## src/rtl/lge_pkg.sv

```systemverilog
// Shared constants, types and cell-rule functions for the life generation engine.
package lge_pkg;

  // Grid and history geometry.
  localparam int GRID_COLS     = 64;
  localparam int GRID_ROWS     = 64;
  localparam int HISTORY_DEPTH = 40;

  localparam int COL_W   = $clog2(GRID_COLS);
  localparam int ROW_W   = $clog2(GRID_ROWS);
  localparam int RING_AW = (HISTORY_DEPTH > 1) ? $clog2(HISTORY_DEPTH) : 1;
  localparam int POP_W   = $clog2(GRID_COLS + 1);

  // Port field widths.
  localparam int REQ_W   = 2;
  localparam int COORD_W = 6;
  localparam int GEN_W   = 32;
  localparam int COUNT_W = 13;

  localparam logic [COUNT_W-1:0] COUNT_MAX  = '1;
  localparam logic [COUNT_W-1:0] PEAK_FLOOR = COUNT_W'(1);

  // Neighbor counts of the B3/S23 rule.
  localparam logic [3:0] NB_BIRTH   = 4'd3;
  localparam logic [3:0] NB_SURVIVE = 4'd2;

  // Request codes.
  localparam logic [REQ_W-1:0] REQ_WRITE = 2'd0;
  localparam logic [REQ_W-1:0] REQ_READ  = 2'd1;
  localparam logic [REQ_W-1:0] REQ_CLEAR = 2'd2;
  localparam logic [REQ_W-1:0] REQ_STEP  = 2'd3;

  typedef logic [GRID_COLS-1:0] row_t;

  // Commands from the controller to the datapath.
  typedef struct packed {
    logic latch;      // transaction accepted, capture the request
    logic cell_rd;    // read the addressed row for a cell access
    logic cell_wb;    // finish a cell access (merge write or pick read bit)
    logic clear;      // empty grid and history, reset counters
    logic rd_last;    // step: fetch the last row, start the history scan
    logic rd_first;   // step: capture last row, fetch row zero
    logic rd_second;  // step: capture row zero, fetch row one
    logic walk;       // step: compute and write back one row
    logic commit;     // step: update counters and history ring
  } lge_cmd_t;

  // Status from the datapath to the controller.
  typedef struct packed {
    logic last_row;   // the row being computed is the last one
    logic scan_done;  // history maximum scan has finished
  } lge_stat_t;

  // Next generation of one row from the rows above and below it.
  // Columns wrap around at both edges.
  function automatic row_t next_row(row_t up, row_t cur, row_t dn);
    row_t       res;
    logic [3:0] n;
    int         l;
    int         r;
    res = '0;
    for (int c = 0; c < GRID_COLS; c++) begin
      l = (c == 0) ? GRID_COLS - 1 : c - 1;
      r = (c == GRID_COLS - 1) ? 0 : c + 1;
      n = 4'(up[l]) + 4'(up[c]) + 4'(up[r]) + 4'(cur[l]) + 4'(cur[r]) +
          4'(dn[l]) + 4'(dn[c]) + 4'(dn[r]);
      res[c] = (n == NB_BIRTH) || (cur[c] && (n == NB_SURVIVE));
    end
    return res;
  endfunction

  // Number of live cells in one row, summed a byte at a time.
  function automatic logic [POP_W-1:0] row_pop(row_t v);
    logic [POP_W-1:0] total;
    logic [3:0]       part;
    total = '0;
    for (int k = 0; k < GRID_COLS; k += 8) begin
      part = '0;
      for (int b = 0; b < 8; b++) begin
        if (k + b < GRID_COLS) begin
          part = part + 4'(v[k + b]);
        end
      end
      total = total + POP_W'(part);
    end
    return total;
  endfunction

endpackage

```

## src/rtl/lge_ctrl.sv

```systemverilog
// Controller state machine that sequences cell accesses, clears and generation steps.
module lge_ctrl (
  input  logic                         clk_i,
  input  logic                         rst_ni,
  input  logic                         start_i,
  input  logic [lge_pkg::REQ_W-1:0]    req_type_i,
  input  lge_pkg::lge_stat_t           stat_i,
  output lge_pkg::lge_cmd_t            cmd_o,
  output logic                         busy_o,
  output logic                         result_valid_o
);

  localparam logic [3:0] S_IDLE    = 4'd0;
  localparam logic [3:0] S_CELL_RD = 4'd1;
  localparam logic [3:0] S_CELL_WB = 4'd2;
  localparam logic [3:0] S_CLEAR   = 4'd3;
  localparam logic [3:0] S_PRE_TOP = 4'd4;
  localparam logic [3:0] S_PRE_MID = 4'd5;
  localparam logic [3:0] S_PRE_BOT = 4'd6;
  localparam logic [3:0] S_WALK    = 4'd7;
  localparam logic [3:0] S_DRAIN   = 4'd8;
  localparam logic [3:0] S_FINAL   = 4'd9;

  logic [3:0] state_q, state_d;
  logic       valid_q, valid_d;

  // Next state and command decode.
  always_comb begin
    state_d = state_q;
    valid_d = 1'b0;
    cmd_o   = '0;
    unique case (state_q)
      S_IDLE: begin
        if (start_i) begin
          cmd_o.latch = 1'b1;
          unique case (req_type_i)
            lge_pkg::REQ_WRITE,
            lge_pkg::REQ_READ:  state_d = S_CELL_RD;
            lge_pkg::REQ_CLEAR: state_d = S_CLEAR;
            lge_pkg::REQ_STEP:  state_d = S_PRE_TOP;
          endcase
        end
      end
      S_CELL_RD: begin
        cmd_o.cell_rd = 1'b1;
        state_d       = S_CELL_WB;
      end
      S_CELL_WB: begin
        cmd_o.cell_wb = 1'b1;
        valid_d       = 1'b1;
        state_d       = S_IDLE;
      end
      S_CLEAR: begin
        cmd_o.clear = 1'b1;
        valid_d     = 1'b1;
        state_d     = S_IDLE;
      end
      S_PRE_TOP: begin
        cmd_o.rd_last = 1'b1;
        state_d       = S_PRE_MID;
      end
      S_PRE_MID: begin
        cmd_o.rd_first = 1'b1;
        state_d        = S_PRE_BOT;
      end
      S_PRE_BOT: begin
        cmd_o.rd_second = 1'b1;
        state_d         = S_WALK;
      end
      S_WALK: begin
        cmd_o.walk = 1'b1;
        if (stat_i.last_row) begin
          state_d = S_DRAIN;
        end
      end
      // The population of the last row is added during this cycle.
      S_DRAIN: begin
        state_d = S_FINAL;
      end
      S_FINAL: begin
        if (stat_i.scan_done) begin
          cmd_o.commit = 1'b1;
          valid_d      = 1'b1;
          state_d      = S_IDLE;
        end
      end
      default: begin
        state_d = S_IDLE;
      end
    endcase
  end

  // State and result strobe registers.
  always_ff @(posedge clk_i or negedge rst_ni) begin
    if (!rst_ni) begin
      state_q <= S_IDLE;
      valid_q <= 1'b0;
    end else begin
      state_q <= state_d;
      valid_q <= valid_d;
    end
  end

  assign busy_o         = (state_q != S_IDLE);
  assign result_valid_o = valid_q;

endmodule

```

## config.mk

```make
export PLATFORM = sky130hd
export DESIGN_NAME = lge_ctrl
export DESIGN_NICKNAME = d
export VERILOG_FILES = /design/src/rtl/lge_pkg.sv /design/src/rtl/lge_ctrl.sv
export SDC_FILE = /design/constraint.sdc
export NUM_CORES = 1
export LEC_CHECK = 0
export ABC_AREA = 1
export BUFFER_PORTS_ARGS = -buffer_cell sky130_fd_sc_hd__buf_2
export CORE_AREA = 2 2 39 41
export CTS_BUF_LIST = sky130_fd_sc_hd__clkbuf_8
export DETAILED_ROUTE_END_ITERATION = 10
export DIE_AREA = 0 0 41 43
export PLACE_DENSITY_LB_ADDON = 0.25
export SETUP_SLACK_MARGIN = 0.3
export SLEW_MARGIN = 20
export SYNTH_ARGS = -nofsm -noshare
export SYNTH_HDL_FRONTEND = slang
export SYNTH_SLANG_ARGS = --single-unit
```

## constraint.sdc

```tcl
create_clock -name clk_i -period 1.42 [get_ports clk_i]
set_input_delay 0.284 -clock clk_i [delete_from_list [all_inputs] [get_ports clk_i]]
set_output_delay 0.284 -clock clk_i [all_outputs]
set_load 0.005 [all_outputs]
```

Word level (Yosys, flattened, before mapping) --
Cells that the tools add are included.
Cells by class: eq/ne operators 15, muxes and demuxes 17, reductions and logical operators 6
Operators with widths (count):
- case mux 4 bit (8 select lines) | 1
- == test 4 x 3 -> 1 bit, second input constant | 4
- two-way mux 4 bit | 3
- case mux 4 bit (3 select lines) | 1
- two-way mux 1 bit | 11
- == test 4 x 2 -> 1 bit, second input constant | 2
- == test 4 bit, second input constant | 2
- inequality test 2 bit, second input constant | 3
- == test 2 bit, second input constant | 2
- == test 4 x 1 -> 1 bit, second input constant | 1
- logical NOT 4 bit | 1
- nonzero test 4 bit | 1
- OR reduction 2 bit | 2
- AND reduction 3 bit | 1
- == test 2 x 1 -> 1 bit, second input constant | 1
- logical NOT 2 bit | 1
- case mux 1 bit (2 select lines) | 1
Word-level totals: bits in registers 5, input bits 7, output and inout port bits 11, logic and storage cells 40

Logic depth before layout (Yosys ltp) --
word-level depth 5, depth in mapped cells 7, mapped depth without buffers 7

Worst setup path before layout --
Ideal clock, no wire load.
path type register to output, from register state_q[0], to output cmd_o[8] in the netlist's numbering, data arrival time 0.829 ns, required time 1.136 ns, slack 0.307 ns, stages on the path, launching flop included 4, buffers on the path 0, cell sequence dfrtp_1 > nor2_2 > nand2_2 > nor2_1
RTL lines:
- from (decl) | line lge_ctrl.sv:24 | logic [3:0] state_q, state_d;
- from (signal assigned) | line lge_ctrl.sv:99 | state_q <= state_d;
- to (decl) | line lge_ctrl.sv:8 | output lge_pkg::lge_cmd_t cmd_o,

==> results.yml <==
synthesis:
  postSynthCellCount: 63
  ys_seq_area_share_pct: 31.3
  syn_area_per_cell_um2: 6.36
  ys_ff_latch: 5
  netlist_area_um2: 400
  synth_cell_types: 14
  ys_warn_count: 0
  synth_nets: 70
final_layout:
  syn2layout_area_growth_pct: 88.1
  drive_gt1_share_pct: 66.3
  multi_input_area_um2: 300
  layout_commonest_cell: "buf_2"
  mostFrequentLayoutCells: "17 x buf_2, 11 x buf_4, 9 x inv_1, 8 x nand2_1, 7 x nor2_1"
  nets: 106
  nFillCells: 128
  antenna_cells: 0
  regArea_um2: 130
  fin_util_pct: 54.4
  instances_no_fill: 114
setup_path:
  slowest_stage: "dfrtp_2"
  critical_path_class: "reg2out"
  cpPeakStageDelay_ps: 440
  cp.arrival_ps: 1140
  cp-end-kind: "output port"
  crit_fanout: 3
  cp-start-kind: "register"
  path_buf_inv: 2
  cp.required_ps: 1140
  cpLargestDelayFamily: "flip-flops"
  crit_chain: "inv_2, nand2_1, nor2_2, buf_2"
floorplanning:
  dieHeight_um: 43
  initial_utilization_pct: 28.9
  coreArea_mm2: 0.00138
  row_count: 14
  dieWidth_um: 41
  die-area_mm2: 0.00176
  ios: 18
sta:
  fin_skew_ps: 5.97
  rsz0062_at_grt: "true"
  min_period_ps: 1420
  setup_slack_ps: -2.95
  tightest_slew_ps: 197
  slew_viol_final: 0
  hold_viol_final: 0
  finalCritPeriodShare_pct: 100
  hold_ws_ps: 383
  relSlewSlack_pct: 86.9
  fmax_mhz: 703
  finalSetupViolCount: 1
pwr:
  irDropWorstVdd_mv: 0.779
  finalPower_mw: 1.53
  p_leak_nw: 0.431
  powerDensity_mw_per_mm2: 2030
detailed_routing:
  drt_pass1_iterations: 4
  routed_wl_mm: 1.30
  viasPerCell: 4.53
  wl_per_cell_um: 11.4
  ant_nets: 0
  drcViolationCount: 0
  drt-initial-drc-count: 7
  vias: 516
grt:
  grt_pass1_wl_mm: 1.73
  grt_remaining_overflow: 0
  grt_pass1_vias: 450
  antenna_found_initial: 0
  grt_usage_pct: 14.3
  grt_start_max_net_pins: 7
placement:
  io_buffers: 17
  place_ws_ps: 127
  numPlacedInstances: 96
  gp_congestion: 0.728
  hpwl_um: 805
hold_path:
  worstHoldPathType: "in2reg"
clock_tree:
  clockBufferDepth: 2
  htree_levels: 1
  cts_buffers: 3
  clk_pin_slew_ps: 30
  root_buffer: "clkbuf_8"
  cts_sinks: 5
  insertion_delay_ps: 220
  cts_tree: "yes"
job:
  drv_cap: 0
status:
  outcome: "finished with violations"
  violations: "negative setup slack"
area by class of cell:
cell class                      instances  area share [%]
Timing Repair Buffer                   31            26.6
Multi-Input combinational cell         43            39.9
Tap cell                               16            2.66
Clock buffer                            3            5.48
Clock inverter                          1           0.498
Inverter                               15            7.64
Sequential cell                         5            17.3
registers in the layout, summed over array words and instances, names as in the netlist:
signal / count
result_valid_o: 1
state_q: 4
cell families (layout without fill, tap and decap cells):
logic type,after synthesis,count (layout),share of synthesized area [%]
and+or+nand+nor,38,38,46.3
DFF,5,5,31.3
AOI/OAI and AO/OA,5,5,8.44
buffers and inverters,15,50,14.1
stage by stage:
| stage | cell area, µm² | TNS (ps) |
|---|---|---|
| 2_1_floorplan | 400 | 0 |
| 3_3_place_gp | 505 | 0 |
| 3_5_place_dp | 505 | 0 |
| 4_1_cts | 658 | 0 |
| 5_1_grt | 753 | -289 |
| 6_report | 753 | -2.95 |
routing by layer:
metal  wire, µm  part of all wire (%)  global-route usage (%)  vias to the layer above
met3         44                   3.4                    1.57                        2
li1           -                     -                       -                      260
met1        500                    39                    16.4                      236
met5          0                     0                       0                        -
met4          7                  0.54                    6.00                        0
met2        744                    57                    24.7                       18
final timing paths:
path                                            end  slack (ps)  cells after the start                   start
hold / removal             result_valid_o$_DFF_PN0_         380                      3               stat_i[0]
max in group asynchronous    state_q[3]$_DFFE_PN0P_         850                      2                  rst_ni
min in group asynchronous    state_q[0]$_DFFE_PN0P_         410                      2                  rst_ni
hold reg to reg            result_valid_o$_DFF_PN0_         650                      3  state_q[2]$_DFFE_PN0P_
setup / recovery                           cmd_o[1]          -3                      4  state_q[3]$_DFFE_PN0P_
setup reg to reg             state_q[2]$_DFFE_PN0P_          90                      7  state_q[1]$_DFFE_PN0P_
timing repair:
action | CTS | global route
pin swaps | 6 | 8
resized for setup | 15 | 13
setup endpoints to repair | 13 | 14
hold endpoints to repair | 5 | 0
hold buffers | 1 | 0
buffers inserted | 7 | 6
worst min-delay path, cell delays in order:
cell and delay, ps:
buf_2 80, inv_1 60, o22ai_1 130
synthesized netlist by cell type:
cell	count	area [µm²]
inv_1	11	41.3
nand2_1	11	41.3
nor2_1	10	37.5
nor2_2	6	37.5
dfrtp_1	5	125
nand3_1	5	25.0
inv_2	3	11.3
nand2_2	3	18.8
a21oi_1	2	10.0
nand3_2	2	20.0
o22ai_1	2	12.5
clkinv_1	1	3.75
nor3_1	1	5.00
o21bai_2	1	11.3
power breakdown:
group / total [mW] / switching, mW / internal [mW]
clock: 0.260 / 0.0745 / 0.186
sequential: 0.300 / 0.0942 / 0.206
combinational: 0.971 / 0.493 / 0.478
Power figures use the tool's default switching activity.
